--- src/hw/rtl/olsp_pkg.sv ---
// offer list stream parser: shared types, phase codes and result codes
// no dependencies; used by the channel interfaces and the top level
`default_nettype none

package olsp_pkg;

  typedef enum logic [3:0] {
    PH_PRESENCE = 4'd0,
    PH_STIME    = 4'd1,
    PH_HEAD     = 4'd2,
    PH_NAME     = 4'd3,
    PH_PREV     = 4'd4,
    PH_WORLD    = 4'd5,
    PH_TIME     = 4'd6,
    PH_PRICE    = 4'd7,
    PH_QTY      = 4'd8,
    PH_DONE     = 4'd9
  } phase_t;

  localparam logic       OP_BYTE = 1'b0;
  localparam logic       OP_END  = 1'b1;

  localparam logic [2:0] KIND_HEADER = 3'd0;
  localparam logic [2:0] KIND_NAME   = 3'd1;
  localparam logic [2:0] KIND_PREV   = 3'd2;
  localparam logic [2:0] KIND_RECORD = 3'd3;
  localparam logic [2:0] KIND_STATUS = 3'd4;

  localparam logic [1:0] ST_LOADED    = 2'd0;
  localparam logic [1:0] ST_ABSENT    = 2'd1;
  localparam logic [1:0] ST_TRUNCATED = 2'd2;

  // last byte position of each multi-byte field
  localparam logic [2:0] LAST_STIME = 3'd7;
  localparam logic [2:0] LAST_HEAD  = 3'd4;
  localparam logic [2:0] LAST_WORLD = 3'd1;
  localparam logic [2:0] LAST_TIME  = 3'd7;
  localparam logic [2:0] LAST_PRICE = 3'd3;
  localparam logic [2:0] LAST_QTY   = 3'd3;

  typedef struct packed {
    logic               operation;
    logic [7:0]         data_byte;
    logic signed [63:0] now_ms;
  } in_beat_t;

  typedef struct packed {
    logic [2:0]         result_kind;
    logic [15:0]        offer_index;
    logic [7:0]         text_byte;
    logic [15:0]        item_id;
    logic               sell_flag;
    logic [15:0]        offer_total;
    logic [15:0]        world;
    logic signed [63:0] offer_time;
    logic signed [31:0] price;
    logic signed [31:0] quantity;
    logic signed [63:0] clock_offset;
    logic [1:0]         status;
  } out_beat_t;

endpackage

`default_nettype wire

--- src/hw/rtl/olsp_if.sv ---
// offer list stream parser: valid/ready channel interfaces for input and result beats
// depends on olsp_pkg
`default_nettype none

interface olsp_in_if;
  logic               valid;
  logic               ready;
  olsp_pkg::in_beat_t data;

  modport source (output valid, output data, input ready);
  modport sink   (input valid, input data, output ready);
endinterface

interface olsp_out_if;
  logic                valid;
  logic                ready;
  olsp_pkg::out_beat_t data;

  modport source (output valid, output data, input ready);
  modport sink   (input valid, input data, output ready);
endinterface

`default_nettype wire

--- src/hw/rtl/offer_list_stream_parser_top.sv ---
// offer list stream parser top level: byte-wise parse of a big-endian offer-list message
// depends on olsp_pkg and the channel interfaces in olsp_if.sv
`default_nettype none

// The parser takes one beat per clock cycle: a message byte or an end-of-buffer marker.
// Each accepted beat updates the parse state in the same cycle and, when it produces a
// result (header, kept name byte, offer record or final status), loads it into the output
// register, so a result appears in the cycle after its beat. A new beat is accepted whenever
// the output register is empty or is being drained, so the sustained rate is one beat per
// cycle as long as the result side keeps taking beats. Names longer than TEXT_CAP-1
// characters are cut; the remainder is consumed without results. After an end beat the
// parser is back in its reset state, ready for the next message.
module offer_list_stream_parser_top #(
  parameter int TEXT_CAP = 32
) (
  input  wire        clk,
  input  wire        rst_n,
  olsp_in_if.sink    in_ch,
  olsp_out_if.source out_ch
);

  localparam int LEN_W = $clog2(TEXT_CAP);
  localparam logic [LEN_W-1:0] LEN_MAX = LEN_W'(TEXT_CAP - 1);

  olsp_pkg::phase_t    phase_r, phase_nxt;
  logic [2:0]          pos_r, pos_nxt;
  logic [63:0]         acc_r, acc_nxt;
  logic [63:0]         stime_r, stime_nxt;
  logic [15:0]         left_r, left_nxt;
  logic [15:0]         cur_r, cur_nxt;
  logic [LEN_W-1:0]    len_r, len_nxt;
  logic [15:0]         world_r, world_nxt;
  logic [63:0]         time_r, time_nxt;
  logic [31:0]         price_r, price_nxt;
  logic                present_r, present_nxt;
  logic                out_valid_r, out_valid_nxt;
  olsp_pkg::out_beat_t out_r, out_nxt;

  olsp_pkg::out_beat_t res;
  logic                res_valid;
  logic                accept;
  logic [7:0]          b;
  logic [63:0]         shifted;
  logic [2:0]          last_pos;

  assign in_ch.ready  = !out_valid_r || out_ch.ready;
  assign accept       = in_ch.valid && in_ch.ready;
  assign out_ch.valid = out_valid_r;
  assign out_ch.data  = out_r;
  assign b            = in_ch.data.data_byte;
  assign shifted      = {acc_r[55:0], b};

  always_comb begin
    unique case (phase_r)
      olsp_pkg::PH_STIME: last_pos = olsp_pkg::LAST_STIME;
      olsp_pkg::PH_HEAD:  last_pos = olsp_pkg::LAST_HEAD;
      olsp_pkg::PH_WORLD: last_pos = olsp_pkg::LAST_WORLD;
      olsp_pkg::PH_TIME:  last_pos = olsp_pkg::LAST_TIME;
      olsp_pkg::PH_PRICE: last_pos = olsp_pkg::LAST_PRICE;
      default:            last_pos = olsp_pkg::LAST_QTY;
    endcase
  end

  always_comb begin
    phase_nxt   = phase_r;
    pos_nxt     = pos_r;
    acc_nxt     = acc_r;
    stime_nxt   = stime_r;
    left_nxt    = left_r;
    cur_nxt     = cur_r;
    len_nxt     = len_r;
    world_nxt   = world_r;
    time_nxt    = time_r;
    price_nxt   = price_r;
    present_nxt = present_r;
    res         = '0;
    res_valid   = 1'b0;

    if (in_ch.data.operation == olsp_pkg::OP_END) begin
      res_valid        = 1'b1;
      res.result_kind  = olsp_pkg::KIND_STATUS;
      if (phase_r != olsp_pkg::PH_DONE) begin
        res.status = olsp_pkg::ST_TRUNCATED;
      end else if (!present_r) begin
        res.status = olsp_pkg::ST_ABSENT;
      end else begin
        res.status       = olsp_pkg::ST_LOADED;
        res.clock_offset = in_ch.data.now_ms - stime_r;
      end
      phase_nxt   = olsp_pkg::PH_PRESENCE;
      pos_nxt     = '0;
      acc_nxt     = '0;
      stime_nxt   = '0;
      left_nxt    = '0;
      cur_nxt     = '0;
      len_nxt     = '0;
      world_nxt   = '0;
      time_nxt    = '0;
      price_nxt   = '0;
      present_nxt = 1'b0;
    end else begin
      unique case (phase_r)
        olsp_pkg::PH_DONE: begin
        end
        olsp_pkg::PH_PRESENCE: begin
          if (b == 8'd1) begin
            phase_nxt = olsp_pkg::PH_STIME;
            pos_nxt   = '0;
            acc_nxt   = '0;
          end else begin
            present_nxt = 1'b0;
            phase_nxt   = olsp_pkg::PH_DONE;
          end
        end
        olsp_pkg::PH_NAME, olsp_pkg::PH_PREV: begin
          if (b == 8'd0) begin
            len_nxt   = '0;
            acc_nxt   = '0;
            pos_nxt   = '0;
            phase_nxt = (phase_r == olsp_pkg::PH_NAME) ? olsp_pkg::PH_PREV
                                                       : olsp_pkg::PH_WORLD;
          end else if (len_r < LEN_MAX) begin
            len_nxt         = len_r + 1'b1;
            res_valid       = 1'b1;
            res.result_kind = (phase_r == olsp_pkg::PH_NAME) ? olsp_pkg::KIND_NAME
                                                             : olsp_pkg::KIND_PREV;
            res.offer_index = cur_r;
            res.text_byte   = b;
          end
        end
        default: begin
          if (pos_r != last_pos) begin
            acc_nxt = shifted;
            pos_nxt = pos_r + 1'b1;
          end else begin
            acc_nxt = '0;
            pos_nxt = '0;
            unique case (phase_r)
              olsp_pkg::PH_STIME: begin
                stime_nxt = shifted;
                phase_nxt = olsp_pkg::PH_HEAD;
              end
              olsp_pkg::PH_HEAD: begin
                res_valid       = 1'b1;
                res.result_kind = olsp_pkg::KIND_HEADER;
                res.item_id     = shifted[39:24];
                res.sell_flag   = (shifted[23:16] == 8'd1);
                res.offer_total = shifted[15:0];
                left_nxt        = shifted[15:0];
                cur_nxt         = '0;
                len_nxt         = '0;
                if (shifted[15:0] == 16'd0) begin
                  present_nxt = 1'b1;
                  phase_nxt   = olsp_pkg::PH_DONE;
                end else begin
                  phase_nxt = olsp_pkg::PH_NAME;
                end
              end
              olsp_pkg::PH_WORLD: begin
                world_nxt = shifted[15:0];
                phase_nxt = olsp_pkg::PH_TIME;
              end
              olsp_pkg::PH_TIME: begin
                time_nxt  = shifted;
                phase_nxt = olsp_pkg::PH_PRICE;
              end
              olsp_pkg::PH_PRICE: begin
                price_nxt = shifted[31:0];
                phase_nxt = olsp_pkg::PH_QTY;
              end
              default: begin
                res_valid       = 1'b1;
                res.result_kind = olsp_pkg::KIND_RECORD;
                res.offer_index = cur_r;
                res.world       = world_r;
                res.offer_time  = time_r;
                res.price       = price_r;
                res.quantity    = shifted[31:0];
                cur_nxt         = cur_r + 16'd1;
                left_nxt        = left_r - 16'd1;
                len_nxt         = '0;
                if (left_r == 16'd1) begin
                  present_nxt = 1'b1;
                  phase_nxt   = olsp_pkg::PH_DONE;
                end else begin
                  phase_nxt = olsp_pkg::PH_NAME;
                end
              end
            endcase
          end
        end
      endcase
    end
  end

  always_comb begin
    out_nxt = out_r;
    if (accept) begin
      out_valid_nxt = res_valid;
      out_nxt       = res;
    end else begin
      out_valid_nxt = out_valid_r && !out_ch.ready;
    end
  end

  always_ff @(posedge clk) begin
    if (!rst_n) begin
      phase_r     <= olsp_pkg::PH_PRESENCE;
      pos_r       <= '0;
      acc_r       <= '0;
      stime_r     <= '0;
      left_r      <= '0;
      cur_r       <= '0;
      len_r       <= '0;
      world_r     <= '0;
      time_r      <= '0;
      price_r     <= '0;
      present_r   <= 1'b0;
      out_valid_r <= 1'b0;
    end else begin
      if (accept) begin
        phase_r   <= phase_nxt;
        pos_r     <= pos_nxt;
        acc_r     <= acc_nxt;
        stime_r   <= stime_nxt;
        left_r    <= left_nxt;
        cur_r     <= cur_nxt;
        len_r     <= len_nxt;
        world_r   <= world_nxt;
        time_r    <= time_nxt;
        price_r   <= price_nxt;
        present_r <= present_nxt;
      end
      out_valid_r <= out_valid_nxt;
    end
  end

  always_ff @(posedge clk) begin
    out_r <= out_nxt;
  end

  a_end_gives_status: assert property (@(posedge clk) disable iff (!rst_n)
    accept && in_ch.data.operation == olsp_pkg::OP_END
      |=> out_valid_r && out_r.result_kind == olsp_pkg::KIND_STATUS)
    else $error("end beat did not produce a status result");

  a_end_restarts: assert property (@(posedge clk) disable iff (!rst_n)
    accept && in_ch.data.operation == olsp_pkg::OP_END
      |=> phase_r == olsp_pkg::PH_PRESENCE && pos_r == 3'd0)
    else $error("parser not restarted after end beat");

  a_done_no_offers_left: assert property (@(posedge clk) disable iff (!rst_n)
    phase_r == olsp_pkg::PH_DONE |-> left_r == 16'd0)
    else $error("message complete with offers outstanding");

  a_name_len_capped: assert property (@(posedge clk) disable iff (!rst_n)
    len_r <= LEN_MAX)
    else $error("kept name length exceeds cap");

  a_status_only_on_status: assert property (@(posedge clk) disable iff (!rst_n)
    out_valid_r && out_r.result_kind != olsp_pkg::KIND_STATUS
      |-> out_r.status == olsp_pkg::ST_LOADED && out_r.clock_offset == 64'd0)
    else $error("status fields set on a non-status result");

endmodule

`default_nettype wire

--- src/flat_wrapper.sv ---
// flat-port wrapper written by rule: the top's interface ports become plain ports
module offer_list_stream_parser_top_flat 
#(
  parameter int TEXT_CAP = 32
)
  (clk, rst_n, in_ch_valid, in_ch_data, in_ch_ready, out_ch_valid, out_ch_data, out_ch_ready);
  olsp_in_if in_ch_i ();
  olsp_out_if out_ch_i ();
  input  wire clk;
  input  wire rst_n;
  input wire logic [$bits(in_ch_i.valid)-1:0] in_ch_valid;
  input wire logic [$bits(in_ch_i.data)-1:0] in_ch_data;
  output wire logic [$bits(in_ch_i.ready)-1:0] in_ch_ready;
  output wire logic [$bits(out_ch_i.valid)-1:0] out_ch_valid;
  output wire logic [$bits(out_ch_i.data)-1:0] out_ch_data;
  input wire logic [$bits(out_ch_i.ready)-1:0] out_ch_ready;
  assign in_ch_i.valid = in_ch_valid;
  assign in_ch_i.data = in_ch_data;
  assign in_ch_ready = in_ch_i.ready;
  assign out_ch_valid = out_ch_i.valid;
  assign out_ch_data = out_ch_i.data;
  assign out_ch_i.ready = out_ch_ready;
  offer_list_stream_parser_top #(.TEXT_CAP(TEXT_CAP)) u_core (.clk(clk), .rst_n(rst_n), .in_ch(in_ch_i), .out_ch(out_ch_i));
endmodule
--- config.mk ---
export PLATFORM = sky130hd
export DESIGN_NAME = offer_list_stream_parser_top_flat
export DESIGN_NICKNAME = d
export VERILOG_FILES = /design/src/hw/rtl/olsp_pkg.sv /design/src/hw/rtl/olsp_if.sv /design/src/hw/rtl/offer_list_stream_parser_top.sv /design/src/flat_wrapper.sv
export SDC_FILE = /design/constraint.sdc
export NUM_CORES = 1
export LEC_CHECK = 0
export BUFFER_PORTS_ARGS = -buffer_cell sky130_fd_sc_hd__buf_4
export CORE_MARGIN = 1.5
export CORE_UTILIZATION = 41
export DETAILED_ROUTE_END_ITERATION = 6
export SETUP_SLACK_MARGIN = 0.2
export SLEW_MARGIN = 5
export SYNTH_ARGS = -nofsm -noshare
export SYNTH_HDL_FRONTEND = slang
export SYNTH_SLANG_ARGS = --single-unit
export TNS_END_PERCENT = 10
--- constraint.sdc ---
create_clock -name clk -period 32.8 [get_ports clk]
set_clock_uncertainty 0.1 [all_clocks]
set_input_delay 0 -clock clk [delete_from_list [all_inputs] [get_ports clk]]
set_output_delay 0 -clock clk [all_outputs]
set_load 0.005 [all_outputs]
==> run_results.csv <==
group,metric,value,unit
detailed_routing,drt-initial-drc-count,1487,
sta,finalSetupTns,0,ns
setup_path,critPathKind,"flip-flop to flip-flop",
place,io_buffer_count,348,
layout,nets,3105,
logic_synthesis,synth_top_cells_by_count,"nand2_1 (408), dfxtp_1 (278), edfxtp_1 (270)",
sta,finalMaxSlewViolations,0,
logic_synthesis,ys_seq_area_frac,0.532,
place,post_dp_cell_area,28900,um2
detailed_routing,maxUsedRoutingLayer,"met4",
hold_path,hp-class,"input pin to flip-flop",
sta,worstMarginPinSlew,1.18,ns
detailed_routing,vias,20100,
detailed_routing,viasPerCell,5.24,
sta,fin_crit_sh,0.135,
layout,fillCellCount,5682,
die,core,61800,um2
place,gp_congestion,0.933,
logic_synthesis,synth_top_area_share,0.316,
logic_synthesis,yosys-top-cells-area,"edfxtp_1 (32%), dfxtp_1 (22%), nand2_1 (6.0%)",
clock_network,cts-root-buf,"clkbuf_16",
die,row_count,91,
setup_path,critPathArrivalTime,4.81,ns
job,drv_cap,0,
setup_path,end_kind,"flip-flop",
layout,final_area,31700,um2
sta,fmax,225,MHz
logic_synthesis,syn-cell-area,25700,um2
layout,multi_input_area,11000,um2
setup_path,worstPathMaxFanout,126,
clock_network,cts_buffers,59,
die,die_w,253,um
layout,num_antenna_cells,0,
clock_network,cts_repair_resize_count,0,
logic_synthesis,yosysMostFrequentCell,"nand2_1",
logic_synthesis,synthCells,2611,
logic_synthesis,synthFlopType,"dfxtp_1",
detailed_routing,routedWlPerCell,20.0,um
clock_network,clk_pin_slew,0.06,ns
sta,rsz0062_at_grt,"no",
detailed_routing,ant_nets,0,
sta,slew_headroom,0.213,
layout,area_delta_synth_final,23.5,%
die,io-pin-count,349,
grt,grt_first_pass_wirelength,115000,um
clock_network,htree_num_levels,2,
die,initial_core_util,0.415,
grt,grt_pass1_vias,19500,
logic_synthesis,yosysTopAreaCell,"edfxtp_1",
setup_path,cp-start-kind,"flip-flop",
power_and_ir_drop,p_leak,12.1,nW
sta,hold_viol,0,
clock_network,cts_tree,"done",
place,place_inst,3661,
detailed_routing,drt-pass1-iter-count,5,
logic_synthesis,synth.distinct_cells,75,
grt,grt_max_degree,152,
logic_synthesis,synth-edff-count,270,
die,dieArea,64200,um2
logic_synthesis,avgSynthCellArea,9.84,um2
logic_synthesis,synth_seq_cells,548,
layout,regArea,13700,um2
power_and_ir_drop,cellPowerDensity,50.8,nW/um2
detailed_routing,wl,77000,um
setup_path,cp.required,33.17,ns
sta,setup_viol,0,
logic_synthesis,ys_warn_count,0,
detailed_routing,met2_length,35200,um
place,place_hpwl,54300,um
sta,fin_crit,4.44,ns
clock_network,max-clock-path-buffers,3,
clock_network,cts_num_sinks,548,
clock_network,clock_latency,0.66,ns
die,die_y,253,um
layout,final_cells,3847,
grt,gr-total-overflow,0,
logic_synthesis,syn_nets,2757,
detailed_routing,drc_errors,0,
layout,drive_above_1_share,0.170,
detailed_routing,wl_met3,4170,um
status,status,"finished, final reports clean",
logic_synthesis,async_reset_ff_frac,0,
grt,grtUsageTotal,0.235,
grt,grt_antenna_before_repair,2,
power_and_ir_drop,peakVddDrop,0.0406,mV
detailed_routing,wirelength_met1,35200,um
## cell type report
type / count / share of cell area
clock buffer: 88 / 0.0551
clock inverter: 24 / 0.0111
inverter: 91 / 0.0108
multi-input combinational: 1817 / 0.348
sequential: 548 / 0.431
tap: 837 / 0.0330
timing repair buffer: 442 / 0.111
## stage by stage
step	power [mW]	setup slack (ns)	hold slack, ns	utilization
finish	1.61	28.36	0.0380	0.513
floorplan	0.849	21.61	-0.00113	-
CTS	1.62	28.29	0.00391	0.513
detailed placement	0.909	28.38	0.215	0.467
global route	1.67	27.90	0.0679	0.513
global placement	0.908	28.51	0.203	0.467
## cells by family after synthesis
logic type / after synthesis / share of synthesized area
compound gates: 565 / 0.152
mux: 21 / 0.00818
flops: 548 / 0.532
simple gates: 1091 / 0.209
buf+inv: 246 / 0.0401
xor+xnor: 71 / 0.0242
fa+ha+maj: 69 / 0.0339
## layer usage
metal / global-route usage / vias to the layer above
met4: 0.0837 / 0
li1: - / 9697
met3: 0.0327 / 125
met2: 0.372 / 568
met1: 0.327 / 9757
met5: 0 / -
## placed cells by master, fill, tap and decap left out, types with 7 or more instances in the layout
cell,instances
a21oi_1,113
a21boi_1,125
inv_1,91
nor2b_1,157
xor2_1,33
nor4_1,9
a21o_1,22
nor3_1,20
dlygate4sd3_1,74
ha_1,68
a31oi_1,10
or3_1,9
nand2b_1,25
a311oi_1,7
a22oi_1,60
edfxtp_1,270
o31ai_1,7
nand2_1,408
clkbuf_16,60
clkbuf_1,14
o21a_1,19
nand3_1,27
o21bai_1,14
nand4_1,21
o221a_2,15
a211oi_1,11
o21ai_0,64
and3_1,33
buf_4,366
clkbuf_8,14
nor2_1,177
and2_1,173
mux2i_1,21
xnor2_1,38
a21boi_0,48
dfxtp_1,278
## registers in the layout, indices dropped and copies added (netlist names), 4 cells and up
register / flops
u_core.price_r: 32
u_core.out_ch.data: 270
u_core.world_r: 16
u_core.cur_r: 16
u_core.phase_r: 4
u_core.acc_r: 56
u_core.len_r: 5
u_core.left_r: 16
u_core.stime_r: 64
u_core.time_r: 64
## worst paths after layout
check,cells after the start,start,slack (ns),end
min reg2reg,2,u_core.time_r[5],0.35,u_core.time_r[5]
min,5,in_ch_data[29],0.04,u_core.out_ch.data[31]
max,11,u_core.phase_r[1],28.36,u_core.out_ch.data[173]
max reg2reg,11,u_core.phase_r[1],28.36,u_core.out_ch.data[173]
## where the power goes
part	total, mW	switching [mW]	leakage, nW	internal (mW)
clock	0.707	0.289	1.03	0.419
combinational	0.155	0.0892	6.03	0.0661
sequential	0.748	0.0118	5.00	0.736
total	1.61	0.390	12.1	1.22
## worst max-delay path, cell delays in order (launching register included)
cell and delay [ns]:
dfxtp_1 0.55, nand2b_1 0.20, nor3_4 0.14, buf_4 0.43, nand2_1 0.09, mux2i_1 0.21
and2_1 0.16, buf_4 0.30, nand2_1 0.16, nor3b_4 0.64, buf_4 0.95, and2_1 0.24
## repair_timing
| action | 4_1_cts | 5_1_grt |
|---|---|---|
| setup buffers | 0 | 0 |
| hold buffers | 74 | 0 |
| endpoints found under the hold margin | 243 | 0 |
(Power assumes the default switching activity.)
